$ cat config.mk
export PLATFORM = sky130hd
export DESIGN_NAME = seven_segment_frame_manager_unit
export DESIGN_NICKNAME = d
export VERILOG_FILES = /design/src/rtl/ssfm_pkg.sv /design/src/rtl/ssfm_front.sv /design/src/rtl/ssfm_queue.sv /design/src/rtl/ssfm_back.sv /design/src/rtl/seven_segment_frame_manager_unit.sv
export SDC_FILE = /design/constraint.sdc
export NUM_CORES = 1
export LEC_CHECK = 0
export CAP_MARGIN = 20
export CORE_ASPECT_RATIO = 0.5
export CORE_UTILIZATION = 30
export CTS_BUF_LIST = sky130_fd_sc_hd__clkbuf_2
export DETAILED_ROUTE_END_ITERATION = 8
export DONT_BUFFER_PORTS = 1
export GPL_ROUTABILITY_DRIVEN = 1
export SLEW_MARGIN = 5
export SYNTH_ARGS = -nofsm -noshare
export SYNTH_HDL_FRONTEND = slang
export SYNTH_SLANG_ARGS = --single-unit
$ cat constraint.sdc
create_clock -name clk -period 14.3 [get_ports clk]
set_input_delay 0 -clock clk [delete_from_list [all_inputs] [get_ports clk]]
set_output_delay 0 -clock clk [all_outputs]
set_load 0.01 [all_outputs]
$ cat src/rtl/ssfm_pkg.sv
// shared types, constants and helpers for the seven-segment frame manager
package ssfm_pkg;

	localparam int FRAME_BYTES      = 5;
	localparam int RUN_BYTES        = 11;
	localparam int RUN_IDX_W        = $clog2(RUN_BYTES);
	localparam int QUEUE_DEPTH      = 2;
	localparam int CFG_IDX_W        = 2;
	localparam int CFG_DATA_W       = 40;
	localparam logic [31:0] BLINK_PERIOD_RST = 32'd500000;
	localparam logic [7:0]  COLON_ON  = 8'h02;
	localparam logic [7:0]  DOT_BIT   = 8'h80;
	localparam logic [7:0]  ADDR_BYTE = 8'h00;
	localparam logic [7:0]  PAD_BYTE  = 8'h00;

	typedef enum logic [2:0] {
		ACT_DIGIT  = 3'd0,
		ACT_RAW    = 3'd1,
		ACT_DOT    = 3'd2,
		ACT_COLON  = 3'd3,
		ACT_NUMBER = 3'd4,
		ACT_TICK   = 3'd5
	} action_t;

	typedef enum logic [CFG_IDX_W-1:0] {
		CFG_BLINK_ENABLE = 2'd0,
		CFG_BLINK_MASK   = 2'd1,
		CFG_BLINK_PERIOD = 2'd2
	} cfg_reg_t;

	typedef struct packed {
		logic [2:0]  action;
		logic [15:0] value;
		logic [7:0]  position;
		logic        flag;
		logic [31:0] now;
	} ssfm_in_t;

	typedef struct packed {
		logic [7:0] out_byte;
		logic       last;
	} ssfm_out_t;

	typedef logic [FRAME_BYTES-1:0][7:0] frame_t;

	// queue status seen by both sides
	typedef struct packed {
		logic full;
		logic empty;
	} qstat_t;

	function automatic logic [7:0] seg7(input logic [3:0] d);
		logic [7:0] s;
		unique case (d)
			4'd0: s = 8'h3F;
			4'd1: s = 8'h06;
			4'd2: s = 8'h5B;
			4'd3: s = 8'h4F;
			4'd4: s = 8'h66;
			4'd5: s = 8'h6D;
			4'd6: s = 8'h7D;
			4'd7: s = 8'h07;
			4'd8: s = 8'h7F;
			4'd9: s = 8'h6F;
			default: s = 8'h00;
		endcase
		return s;
	endfunction

	// digits 0,1 direct, 2,3 skip the colon byte, rest land on the last byte
	function automatic logic [2:0] slot_of(input logic [7:0] pos);
		logic [2:0] s;
		priority if (pos == 8'd0 || pos == 8'd1) begin
			s = pos[2:0];
		end else if (pos == 8'd2 || pos == 8'd3) begin
			s = pos[2:0] + 3'd1;
		end else begin
			s = 3'(FRAME_BYTES - 1);
		end
		return s;
	endfunction

endpackage

$ cat src/rtl/ssfm_front.sv
// front end: input pipeline, decimal split, frame and blink state, run enqueue
module ssfm_front (
	input  logic               clk,
	input  logic               arst_n,
	input  logic               in_valid,
	output logic               in_stall,
	input  ssfm_pkg::ssfm_in_t in_item,
	input  logic               cfg_we,
	input  logic [ssfm_pkg::CFG_IDX_W-1:0]  cfg_index,
	input  logic [ssfm_pkg::CFG_DATA_W-1:0] cfg_data,
	input  ssfm_pkg::qstat_t   qstat,
	output logic               push,
	output ssfm_pkg::frame_t   push_frame
);
	import ssfm_pkg::*;

	logic     v_s1, v_s2, v_s3, v_s4;
	ssfm_in_t item_s1, item_s2, item_s3, item_s4;
	logic [13:0] n_s2;
	logic [3:0]  d3_s3, d3_s4;
	logic [9:0]  r_s3;
	logic [3:0]  d2_s4;
	logic [6:0]  r_s4;

	logic        en_q;
	frame_t      mask_q;
	logic [31:0] period_q;
	frame_t      frame_q, sent_q;
	logic        phase_q;
	logic [31:0] last_q;

	logic        advance;
	logic [2:0]  q10k;
	logic [13:0] n_c;
	logic [3:0]  d3_c, d2_c, d1_c, d0_c;
	logic [9:0]  r1000_c;
	logic [6:0]  r100_c;
	logic        is_tick, toggle, phase_n, need_run;
	logic [31:0] elapsed;
	frame_t      shown;

	// value mod 10000 by constant compares
	always_comb begin
		q10k = 3'd0;
		for (int k = 1; k <= 6; k++) begin
			if (item_s1.value >= 16'(k * 10000)) q10k = 3'(k);
		end
		n_c = 14'(item_s1.value - 16'(q10k) * 16'd10000);
	end

	always_comb begin
		d3_c = 4'd0;
		for (int k = 1; k <= 9; k++) begin
			if (n_s2 >= 14'(k * 1000)) d3_c = 4'(k);
		end
		r1000_c = 10'(n_s2 - 14'(d3_c) * 14'd1000);
	end

	always_comb begin
		d2_c = 4'd0;
		for (int k = 1; k <= 9; k++) begin
			if (r_s3 >= 10'(k * 100)) d2_c = 4'(k);
		end
		r100_c = 7'(r_s3 - 10'(d2_c) * 10'd100);
	end

	always_comb begin
		d1_c = 4'd0;
		for (int k = 1; k <= 9; k++) begin
			if (r_s4 >= 7'(k * 10)) d1_c = 4'(k);
		end
		d0_c = 4'(r_s4 - 7'(d1_c) * 7'd10);
	end

	// blink and change detection at the commit stage
	always_comb begin
		is_tick = (item_s4.action == ACT_TICK);
		elapsed = item_s4.now - last_q;
		toggle  = en_q && (elapsed >= period_q);
		phase_n = phase_q ^ toggle;
		shown   = (en_q && phase_n) ? (frame_q & ~mask_q) : frame_q;
		need_run = v_s4 && is_tick && (shown != sent_q);
	end

	assign advance    = !(need_run && qstat.full);
	assign in_stall   = !advance;
	assign push       = need_run && advance;
	assign push_frame = shown;

	always_ff @(posedge clk or negedge arst_n) begin
		if (!arst_n) begin
			v_s1 <= 1'b0;
			v_s2 <= 1'b0;
			v_s3 <= 1'b0;
			v_s4 <= 1'b0;
		end else if (advance) begin
			v_s1 <= in_valid;
			v_s2 <= v_s1;
			v_s3 <= v_s2;
			v_s4 <= v_s3;
		end
	end

	always_ff @(posedge clk) begin
		if (advance) begin
			item_s1 <= in_item;
			item_s2 <= item_s1;
			item_s3 <= item_s2;
			item_s4 <= item_s3;
			n_s2    <= n_c;
			d3_s3   <= d3_c;
			r_s3    <= r1000_c;
			d3_s4   <= d3_s3;
			d2_s4   <= d2_c;
			r_s4    <= r100_c;
		end
	end

	always_ff @(posedge clk or negedge arst_n) begin
		if (!arst_n) begin
			en_q     <= 1'b0;
			mask_q   <= '0;
			period_q <= BLINK_PERIOD_RST;
			frame_q  <= '0;
			sent_q   <= '0;
			phase_q  <= 1'b0;
			last_q   <= '0;
		end else begin
			if (cfg_we) begin
				unique case (cfg_index)
					CFG_BLINK_ENABLE: en_q     <= cfg_data[0];
					CFG_BLINK_MASK:   mask_q   <= cfg_data;
					CFG_BLINK_PERIOD: period_q <= cfg_data[31:0];
					default: ;
				endcase
			end
			if (v_s4 && advance) begin
				unique case (item_s4.action)
					ACT_DIGIT: frame_q[slot_of(item_s4.position)] <= seg7(d0_c);
					ACT_RAW:   frame_q[slot_of(item_s4.position)] <= item_s4.value[7:0];
					ACT_DOT: begin
						if (item_s4.flag) begin
							frame_q[slot_of(item_s4.position)] <=
								frame_q[slot_of(item_s4.position)] | DOT_BIT;
						end else begin
							frame_q[slot_of(item_s4.position)] <=
								frame_q[slot_of(item_s4.position)] & ~DOT_BIT;
						end
					end
					ACT_COLON: frame_q[2] <= item_s4.flag ? COLON_ON : 8'h00;
					ACT_NUMBER: begin
						frame_q[0] <= seg7(d3_s4);
						frame_q[1] <= seg7(d2_s4);
						frame_q[3] <= seg7(d1_c);
						frame_q[4] <= seg7(d0_c);
					end
					ACT_TICK: begin
						if (toggle) begin
							phase_q <= phase_n;
							last_q  <= item_s4.now;
						end
						if (need_run) sent_q <= shown;
					end
					default: ;
				endcase
			end
		end
	end

endmodule

$ cat src/rtl/ssfm_queue.sv
// small fifo of frames waiting to be sent
module ssfm_queue #(
	parameter int Depth = ssfm_pkg::QUEUE_DEPTH
) (
	input  logic             clk,
	input  logic             arst_n,
	input  logic             push,
	input  ssfm_pkg::frame_t push_frame,
	input  logic             pop,
	output ssfm_pkg::frame_t head,
	output ssfm_pkg::qstat_t qstat
);
	import ssfm_pkg::*;

	localparam int PtrW = $clog2(Depth);
	localparam int CntW = $clog2(Depth + 1);

	frame_t          mem_q [Depth];
	logic [PtrW-1:0] wr_q, rd_q;
	logic [CntW-1:0] cnt_q;

	assign head        = mem_q[rd_q];
	assign qstat.full  = (cnt_q == CntW'(Depth));
	assign qstat.empty = (cnt_q == '0);

	always_ff @(posedge clk) begin
		if (push) mem_q[wr_q] <= push_frame;
	end

	always_ff @(posedge clk or negedge arst_n) begin
		if (!arst_n) begin
			wr_q  <= '0;
			rd_q  <= '0;
			cnt_q <= '0;
		end else begin
			if (push) wr_q <= (wr_q == PtrW'(Depth - 1)) ? '0 : wr_q + 1'b1;
			if (pop)  rd_q <= (rd_q == PtrW'(Depth - 1)) ? '0 : rd_q + 1'b1;
			if (push && !pop) cnt_q <= cnt_q + 1'b1;
			else if (pop && !push) cnt_q <= cnt_q - 1'b1;
		end
	end

endmodule

$ cat src/rtl/ssfm_back.sv
// back end: serializes one frame into the eleven-byte run
module ssfm_back (
	input  logic              clk,
	input  logic              arst_n,
	input  ssfm_pkg::qstat_t  qstat,
	input  ssfm_pkg::frame_t  head,
	output logic              pop,
	output logic              out_valid,
	input  logic              out_stall,
	output ssfm_pkg::ssfm_out_t out_item
);
	import ssfm_pkg::*;

	logic                 busy_q;
	logic [RUN_IDX_W-1:0] idx_q;
	frame_t               run_q;
	logic                 take, done;

	assign take = busy_q && !out_stall;
	assign done = take && (idx_q == RUN_IDX_W'(RUN_BYTES - 1));
	assign pop  = (!busy_q || done) && !qstat.empty;

	assign out_valid = busy_q;
	// address byte, then each frame byte followed by a pad byte
	assign out_item.out_byte = (idx_q == '0) ? ADDR_BYTE :
		(idx_q[0] ? run_q[idx_q[RUN_IDX_W-1:1]] : PAD_BYTE);
	assign out_item.last = (idx_q == RUN_IDX_W'(RUN_BYTES - 1));

	always_ff @(posedge clk or negedge arst_n) begin
		if (!arst_n) begin
			busy_q <= 1'b0;
			idx_q  <= '0;
		end else if (pop) begin
			busy_q <= 1'b1;
			idx_q  <= '0;
		end else if (done) begin
			busy_q <= 1'b0;
			idx_q  <= '0;
		end else if (take) begin
			idx_q <= idx_q + 1'b1;
		end
	end

	always_ff @(posedge clk) begin
		if (pop) run_q <= head;
	end

endmodule

$ cat src/rtl/seven_segment_frame_manager_unit.sv
// top level of the seven-segment frame manager
//
// Input channel (in_valid / in_stall / in_item) takes one command item per cycle
// while in_stall is low: digit, raw segments, dot, colon, number or tick. Items
// pass a four-stage front pipeline that splits numbers into decimal digits and
// commits to the frame at the last stage. Draw commands give no item out.
// A tick whose shown frame differs from the last one sent queues that frame;
// the back end sends it as eleven items (address byte, then data/pad pairs),
// one per cycle on out_valid / out_stall / out_item unless out_stall is high,
// last set on the eleventh. Input items are taken one per cycle unless stalled,
// and a changed tick occupies the output for its whole run; the queue of frames
// is the only coupling between the two sides.
// When the receiver stalls, the current byte holds; input stalls only when the
// queue is full and a tick at the commit stage needs a slot.
// Configuration (cfg_valid / cfg_ready, always ready) sets blink enable, mask
// and period. Reset clears frame, sent frame, blink phase and toggle time and
// empties the queue; the period resets to 500000.
module seven_segment_frame_manager_unit #(
	parameter int QueueDepth = ssfm_pkg::QUEUE_DEPTH
) (
	input  logic                clk,
	input  logic                arst_n,
	input  logic                in_valid,
	output logic                in_stall,
	input  ssfm_pkg::ssfm_in_t  in_item,
	output logic                out_valid,
	input  logic                out_stall,
	output ssfm_pkg::ssfm_out_t out_item,
	input  logic                cfg_valid,
	output logic                cfg_ready,
	input  logic [ssfm_pkg::CFG_IDX_W-1:0]  cfg_index,
	input  logic [ssfm_pkg::CFG_DATA_W-1:0] cfg_data
);
	import ssfm_pkg::*;

	qstat_t qstat;
	logic   push, pop;
	frame_t push_frame, head;

	assign cfg_ready = 1'b1;

	ssfm_front u_front (
		.clk        (clk),
		.arst_n     (arst_n),
		.in_valid   (in_valid),
		.in_stall   (in_stall),
		.in_item    (in_item),
		.cfg_we     (cfg_valid && cfg_ready),
		.cfg_index  (cfg_index),
		.cfg_data   (cfg_data),
		.qstat      (qstat),
		.push       (push),
		.push_frame (push_frame)
	);

	ssfm_queue #(.Depth(QueueDepth)) u_queue (
		.clk        (clk),
		.arst_n     (arst_n),
		.push       (push),
		.push_frame (push_frame),
		.pop        (pop),
		.head       (head),
		.qstat      (qstat)
	);

	ssfm_back u_back (
		.clk       (clk),
		.arst_n    (arst_n),
		.qstat     (qstat),
		.head      (head),
		.pop       (pop),
		.out_valid (out_valid),
		.out_stall (out_stall),
		.out_item  (out_item)
	);

	a_no_overflow: assert property (@(posedge clk) disable iff (!arst_n)
		push |-> (!qstat.full || pop))
		else $error("frame queue overflow");

	a_no_underflow: assert property (@(posedge clk) disable iff (!arst_n)
		pop |-> !qstat.empty)
		else $error("pop from empty frame queue");

	a_run_restart: assert property (@(posedge clk) disable iff (!arst_n)
		(out_valid && !out_stall && out_item.last) |=>
		(!out_valid || (out_item.out_byte == ADDR_BYTE && !out_item.last)))
		else $error("run does not restart at the address byte");

	a_stall_means_full: assert property (@(posedge clk) disable iff (!arst_n)
		in_stall |-> qstat.full)
		else $error("input stalled with room in the queue");

endmodule

==> metrics.yaml, run 1 <==
status: "completed"
r2r_end: "u_front.item_s4[39]"
grt.total_usage: 0.164
synthXorXnorAreaFrac: 0.0210
synth_area_per_cell_sq_um: 12.3
synth_simple_gate_area_frac: 0.0838
synth_compound_area_frac: 0.134
ys_types: 89
dr.pass1.iters: 6
initial_core_util: 0.305
die-area_sq_mm: 0.0944
vias: 19900
dpl.hpwl_microns: 51300
finClkSkew_ns: 0.155
tritoncts: "built"
place.gp.congestion: 0.901
h-tree-depth: 4
path_clk_slew_ns: 0.10
yosys_most_used_dff: "edfxtp_1"
synth_nets: 2521
clock_latency_ns: 1.47
hold_path_class: "in2reg"
fillerInstances: 8746
grt_overflow: 0
path_class: "reg2reg"
drtIter0Drc: 1699
io_pins: 119
post_cts_buffers: 0
cp-endpoint: "u_front.item_s4[39]"
post-route-period-util: 0.674
hold_viol: 0
final_common_cell: "dlygate4sd3_1"
crit_arrival_ns: 10.59
cts.sinks: 583
fmax_mhz: 104
min-delay-start: "in_item[43]"
ctsLongestPathBuffers: 3
viasPerCell: 4.83
antenna_found_initial: 2
ys_ff_latch: 583
synth_async_sr_flop_share: 0.341
hold_slack_ns: 0.293
cap_violations: 0
fin_tns_setup_ns: 0
powerDensity_mw_per_mm2: 202
leakage_nw: 13.8
nNetsFinal: 2997
critPathRequiredTime_ns: 15.25
root_buffer: "clkbuf_2"
rows: 78
synth-seq-area-share: 0.587
synth.mux.area_fraction: 0.0753
synth_fa_ha_area_frac: 0.0654
wirelength_microns: 77000
setup_viol: 0
drive_above_1_share: 0.156
worst_pin_slew_ns: 1.18
wl_per_cell_microns: 18.7
die_h_microns: 218
worst-path-max-fanout: 140
cp-start-kind: "flip-flop"
worst_r2r_path_depth: 26
synth_edf_count: 370
synth_top_family_by_area: "compound AO/OA/AOI/OAI gates"
portBuffers: 0
irDropWorstVdd_mv: 0.186
maxSlewHeadroom: 0.216
synthCells: 2276
antenna_left: 0
layout_common_cells: "dlygate4sd3_1, edfxtp_1, clkbuf_2"
route.detailed.drc: 0
grt_max_degree: 200
synth_warnings: 0
area_growth_pct: 24.0
period_minus_slack_ns: 9.64
coreArea_sq_mm: 0.0914
synth_area_sq_mm: 0.0279
rsz0062_at_grt: "no"
critPathLaunch: "u_front.item_s4[1]"
grt_pass1_vias: 20300
tritoncts.num_buffers: 142
r2r_start: "u_front.item_s4[1]"
slew_viol_final: 0
grt_pass1_wl_microns: 118000
cp-end-kind: "flip-flop"
r2r_slack_ns: 4.66
fp.dieW_microns: 433
==> per-layer routing <==
| metal | share of wire | track usage | up-vias |
|---|---|---|---|
| li1 | - | - | 9466 |
| met1 | 0.45 | 0.213 | 9876 |
| met2 | 0.48 | 0.271 | 472 |
| met3 | 0.044 | 0.0351 | 107 |
| met4 | 0.018 | 0.0538 | 0 |
| met5 | 0 | 0 | - |
==> synthesized netlist by cell type, drive strengths merged (17+ instances only) <==
library cell,number,area (sq um)
a211oi,17,133
a21boi,33,248
a21o,30,225
a21oi,121,606
a22o,20,175
a22oi,34,255
buf,23,108
clkbuf,42,158
dfrtp,192,4800
edfxtp,370,11100
ha,126,1580
inv,179,672
mux2,157,1770
nand2,156,586
nand2b,42,263
nand3,33,165
nor2,105,394
nor2b,39,244
nor3,30,155
o21ai,169,846
o22ai,29,181
xnor2,50,445
==> where the power goes <==
| group | switching, W | leakage [nW] | internal [W] |
|---|---|---|---|
| clock | 0.000730 | 1.03 | 0.000433 |
| sequential | 0.000371 | 6.39 | 0.00224 |
| combinational | 0.00181 | 6.39 | 0.00142 |
| total | 0.00291 | 13.8 | 0.00409 |
==> metrics by stage <==
| stage | utilization | cells | area (sq um) | setup WS [ns] | total power, W |
|---|---|---|---|---|---|
| after floorplan | - | 2276 | 27900 | 3.10 | 0.00485 |
| after global placement | 0.321 | 3468 | 29400 | 5.27 | 0.00563 |
| after detailed placement | 0.321 | 3468 | 29400 | 5.01 | 0.00569 |
| after CTS | 0.378 | 4113 | 34600 | 4.92 | 0.00702 |
| after global routing | 0.379 | 4120 | 34600 | 3.95 | 0.00755 |
| final | 0.379 | 4121 | 34600 | 4.66 | 0.00700 |
==> registers in the layout, indices dropped and copies added, names as in the netlist, 5 cells and up, named ones only <==
signal and cells:
u_back.run_q 40, u_front.frame_q 5, u_front.item_s1 60, u_front.item_s2 52
u_front.item_s3 52, u_front.item_s4 52, u_front.last_q 32, u_front.mask_q 40
u_front.n_s2 10, u_front.period_q 32, u_front.r_s3 7, u_front.r_s4 5
u_front.sent_q 40, u_queue.mem_q 80
==> repair_timing <==
item                      4_1_cts  5_1_grt
gates resized for setup         0        0
hold endpoints to repair      381        0
hold buffers                  380        0
==> final cells by class <==
| type | instances | area, sq um | area share |
|---|---|---|---|
| Tap cell | 1240 | 1550 | 0.0448 |
| Timing Repair Buffer | 397 | 3990 | 0.115 |
| Clock inverter | 52 | 304 | 0.00878 |
| Inverter | 180 | 683 | 0.0197 |
| Multi-Input combinational cell | 1448 | 10600 | 0.307 |
| Clock buffer | 213 | 1070 | 0.0308 |
| Antenna cell | 8 | 20.0 | 0.000578 |
| Sequential cell | 583 | 16400 | 0.473 |
==> how the worst min path moves through the flow <==
stage / endpoint / cells after the start
after global placement: u_front.last_q[26] / 0
final: u_front.item_s1[43] / 3
after floorplan: async pin / 0
after CTS: u_front.item_s1[45] / 3
after global routing: u_front.item_s1[12] / 3
after detailed placement: u_front.last_q[28] / 0
==> logic make-up (layout without fill, tap and decap cells) <==
logic type               count (synthesis)  count (layout)
other                                    1               9
multiplexers                           180             180
AO/OA/AOI/OAI                          580             580
buffers and inverters                  245             842
AND/OR/NAND/NOR                        482             482
flip-flops                             583             583
XOR/XNOR                                66              66
adder cells (fa/ha/maj)                139             139
==> worst max-delay path, cell delays in order, from the launching register on <==
cell and delay (ns):
edfxtp_1 0.46, ha_1 0.30, nor2b_1 0.14, o21a_1 0.13, o21ai_0 0.13, a211oi_1 0.36, o2111ai_1 0.25, a2111oi_0 0.96
o21ai_0 0.27, a21oi_1 0.28, o21ai_0 0.21, o21bai_1 0.17, a21oi_1 0.10, xnor2_1 0.19, ha_1 0.28, a211oi_1 0.25
nor2_1 0.09, nor3_1 0.36, o2111ai_1 0.20, nor2_1 0.83, o21ai_0 0.22, a32o_1 0.32, a2111oi_1 0.73, a31oi_4 0.13
buf_4 0.29, inv_8 0.62, buf_4 0.72
(Power assumes the default switching activity.)
==> run 2: changes to the inputs <==
==> constraint.sdc (replaced) <==
create_clock -name clk -period 8.45 [get_ports clk]
set_input_delay 0 -clock clk [delete_from_list [all_inputs] [get_ports clk]]
set_output_delay 0 -clock clk [all_outputs]
set_load 0.01 [all_outputs]
==> metrics.yaml, run 2 (synthesis gave the netlist of run 1 again) <==
status: "completed"
path_class: "reg2out"
rows: 78
slew_viol_final: 0
tritoncts.num_buffers: 141
slowest_delay_ns: 0.50
layout_common_cells: "dlygate4sd3_1, edfxtp_1, clkbuf_2"
hold_viol: 0
grt_pass1_vias: 20100
grt_max_degree: 200
coreArea_sq_mm: 0.0914
ctsLongestPathBuffers: 3
fillerInstances: 8762
fin_ws_ns: 0.601
fp.dieW_microns: 433
slowest_stage: "or4_1"
initial_core_util: 0.305
setup_viol: 0
area_growth_pct: 24.8
powerDensity_mw_per_mm2: 344
place.gp.congestion: 0.953
fmax_mhz: 127
dr.pass1.iters: 8
dp.cells: 3473
crit_arrival_ns: 7.85
root_buffer: "clkbuf_2"
path_clk_slew_ns: 0.15
leakage_nw: 13.9
wl_per_cell_microns: 18.4
vias: 20000
antenna_found_initial: 2
portBuffers: 0
worst_pin_slew_ns: 1.15
finClkSkew_ns: 0.169
irDropWorstVdd_mv: 0.254
die_h_microns: 218
largest_reg_flops: 80
route.detailed.drc: 0
drtIter0Drc: 1610
fin_tns_setup_ns: 0
tritoncts: "built"
grt_overflow: 0
wirelength_microns: 75900
dpl.hpwl_microns: 50900
antenna_left: 0
period_minus_slack_ns: 7.85
hold_path_class: "in2reg"
critPathRequiredTime_ns: 8.45
reg_top3: "u_queue.mem_q: 80 flops, u_front.item_s1: 60 flops"
clock_latency_ns: 1.50
drive_above_1_share: 0.165
viasPerCell: 4.86
cap_violations: 0
place_ws_ns: 0.712
final_cells: 4118
die-area_sq_mm: 0.0944
maxSlewHeadroom: 0.235
post-route-period-util: 0.929
io_pins: 119
nNetsFinal: 3002
grt_pass1_wl_microns: 116000
worst-path-max-fanout: 14
top_register: "u_queue.mem_q"
cp-start-kind: "flip-flop"
grt.total_usage: 0.161
cts.sinks: 583
final_common_cell: "dlygate4sd3_1"
cp-end-kind: "output port"
h-tree-depth: 4
hold_slack_ns: 0.220
crit_top_cell: "buf_4"
finalPower_w: 0.0120
-- run 2: layout make-up --
| class | count | area (sq um) | share of cell area |
|---|---|---|---|
| flip-flops and latches | 583 | 16400 | 0.470 |
| multi-input cells | 1448 | 10800 | 0.309 |
| repair buffers | 403 | 4060 | 0.117 |
| well taps | 1240 | 1550 | 0.0445 |
| clock buffers | 209 | 1050 | 0.0300 |
| inverters | 180 | 679 | 0.0195 |
| clock inverters | 46 | 327 | 0.00938 |
| diodes | 9 | 22.5 | 0.000647 |
-- run 2: stage by stage --
stage | util | cell area [sq um]
after floorplan | - | 28000
after global placement | 0.323 | 29500
after detailed placement | 0.323 | 29500
after CTS | 0.380 | 34700
after global routing | 0.381 | 34800
final | 0.381 | 34800
-- run 2: repair_timing --
action                                 4_1_cts  5_1_grt
hold buffers                               374        0
buffers inserted                             0        6
gates cloned                                 0        0
endpoints found under the hold margin      381        0
setup endpoints to repair                    1        5
pin swaps                                    1        2
resized for setup                            1        7
-- run 2: worst paths after layout --
kind                                          start              endpoint  slack [ns]  cells after the start
worst max-delay path             u_front.item_s4[0]              in_stall        0.60                     29
worst min-delay path                   cfg_index[0]  u_front.period_q[12]        0.22                      6
worst max register to register   u_front.item_s4[0]             flip-flop        1.02                     33
worst min register to register  u_front.item_s1[36]   u_front.item_s2[36]        0.36                      0
max in group asynchronous                    arst_n          u_front.v_s1        7.02                      5
min in group asynchronous                    arst_n    u_front.sent_q[31]        0.41                      5
-- run 2: layer usage --
metal | share of wire | wire (microns) | global-route usage | vias up
met1 | 0.45 | 33800 | 0.209 | 9854
li1 | - | - | - | 9488
met4 | 0.025 | 1900 | 0.0589 | 0
met2 | 0.48 | 36500 | 0.265 | 526
met5 | 0 | 0 | 0 | -
met3 | 0.048 | 3650 | 0.0349 | 137
-- run 2: power breakdown --
| group | total (W) | leakage (nW) | internal, W | switching (W) |
|---|---|---|---|---|
| Clock | 0.00199 | 1.03 | 0.000756 | 0.00124 |
| Sequential | 0.00441 | 6.39 | 0.00380 | 0.000612 |
| Combinational | 0.00559 | 6.45 | 0.00246 | 0.00313 |
-- run 2: critical path, delay by kind of cell, from the launching register on --
kind            cells  cell delay [ns]
xor+xnor            1             0.20
flops               1             0.36
compound gates     13             2.84
simple gates        7             1.52
fa+ha+maj           3             0.68
buf+inv             5             0.78
==> run 3: changes to the inputs <==
==> constraint.sdc (replaced) <==
create_clock -name clk -period 7 [get_ports clk]
set_input_delay 0 -clock clk [delete_from_list [all_inputs] [get_ports clk]]
set_output_delay 0 -clock clk [all_outputs]
set_load 0.01 [all_outputs]
==> metrics.yaml, run 3 (synthesis gave the netlist of run 1 again) <==
wl_per_cell_microns: 19.0
grt_max_degree: 200
vias: 20300
hold_viol: 0
fmax_mhz: 139
grt_overflow: 0
dpl.hpwl_microns: 52800
path_class: "reg2out"
largest_reg_flops: 80
initial_core_util: 0.305
ff_latch_area_sq_mm: 0.0164
rsz0062_at_grt: "yes"
layout_common_cells: "edfxtp_1, dlygate4sd3_1, clkbuf_2"
area_growth_pct: 29.6
drive_above_1_share: 0.200
hold_slack_ns: 0.273
final_cells: 4191
multiInputGateArea_sq_mm: 0.0111
dr.pass1.iters: 5
crit_top_cell: "buf_6"
fillerInstances: 8639
rows: 78
route.detailed.drc: 0
fp.dieW_microns: 433
status: "finished, violations left"
slew_viol_final: 0
top_register: "u_queue.mem_q"
fin_tns_setup_ns: -3.27
irDropWorstVdd_mv: 0.328
powerDensity_mw_per_mm2: 420
nNetsFinal: 3083
grt_pass1_vias: 20700
ctsLongestPathBuffers: 3
clock_latency_ns: 1.46
antenna_found_initial: 5
place.gp.congestion: 0.950
grt.total_usage: 0.167
leakage_nw: 14.5
finClkSkew_ns: 0.128
viasPerCell: 4.85
fin_ws_ns: -0.186
die_h_microns: 218
worst_pin_slew_ns: 1.10
cts.sinks: 583
tritoncts: "built"
worst-path-max-fanout: 7
portBuffers: 0
cp-start-kind: "flip-flop"
coreArea_sq_mm: 0.0914
post-route-period-util: 1.03
slowest_stage: "or4_4"
tritoncts.num_buffers: 141
cap_violations: 0
die-area_sq_mm: 0.0944
io_pins: 119
finalPower_w: 0.0152
setup_viol: 43
dp.cells: 3524
antenna_left: 0
hold_path_class: "in2reg"
place_ws_ns: -0.114
period_minus_slack_ns: 7.19
reg_top3: "u_queue.mem_q: 80 flops, u_front.item_s1: 60 flops"
drtIter0Drc: 1393
cp-end-kind: "output port"
wirelength_microns: 79800
h-tree-depth: 4
maxSlewHeadroom: 0.264
slowest_delay_ns: 0.48
grt_pass1_wl_microns: 120000
crit_arrival_ns: 7.19
violations: "negative setup slack"
critPathRequiredTime_ns: 7.00
path_clk_slew_ns: 0.12
root_buffer: "clkbuf_2"
final_common_cell: "edfxtp_1"
==> run 3: cell count changes in the layout (fill, tap and decap cells not counted), moves of 6 or more <==
cell       delta
o21ai_0       -6
buf_12        +8
clkbuf_2      -6
mux2_4        +7
ha_1          -8
buf_6        +21
buf_4        +38
clkbuf_16    +10
ha_4          +7
==> run 3: report_power, final <==
part / total [W] / leakage [nW] / switching (W) / internal, W
registers: 0.00535 / 6.39 / 0.000764 / 0.00458
logic: 0.00743 / 7.10 / 0.00401 / 0.00341
clock network: 0.00243 / 1.02 / 0.00150 / 0.000929
total: 0.0152 / 14.5 / 0.00628 / 0.00892
==> run 3: what timing repair did <==
item	in CTS	in global routing
pin swaps	21	16
hold buffers	370	0
setup buffers	12	21
gates resized for setup	23	92
endpoints found under the hold margin	381	0
endpoints found under the setup margin	286	277
cloned	1	10
==> run 3: per-stage QoR <==
step                 util  area [sq um]
floorplan               -         28000
global placement    0.328         30000
detailed placement  0.328         30000
CTS                 0.386         35300
global route        0.396         36200
finish              0.396         36200
==> run 3: path summary, 6_finish.rpt <==
path | from | to | slack [ns] | depth (start not counted)
max | u_front.item_s4[0] | in_stall | -0.19 | 30
min | in_item[26] | u_front.item_s1[26] | 0.27 | 3
max reg2reg | u_front.item_s4[0] | u_front.last_q[0] | -0.15 | 38
min reg2reg | u_front.item_s1[16] | u_front.item_s2[16] | 0.37 | 0
max in group asynchronous | arst_n | u_front.v_s4 | 5.59 | 5
min in group asynchronous | arst_n | u_front.mask_q[29] | 0.54 | 5
==> run 3: layout make-up <==
type,count,area share
sequential,583,0.453
antenna,5,0.000346
clock buffer,203,0.0281
inverter,180,0.0189
clock inverter,48,0.00982
multi-input combinational,1448,0.306
timing repair buffer,484,0.142
tap,1240,0.0429
==> run 3: critical path, delay by kind of cell, from the launching register on <==
kind	cells	cell delay [ns]
muxes	1	0.18
AOI/OAI and AO/OA	9	1.87
adders and majority gates	3	0.69
and+or+nand+nor	9	1.76
xor gates and xnor gates	2	0.25
DFF	1	0.37
buffers and inverters	6	0.71
==> run 3: per-layer routing <==
metal	global-route usage	wire length [microns]	up-vias
met5	0	27	-
met4	0.0565	1840	4
met3	0.0384	4080	140
met2	0.272	38300	558
met1	0.219	35600	9969
li1	-	-	9635
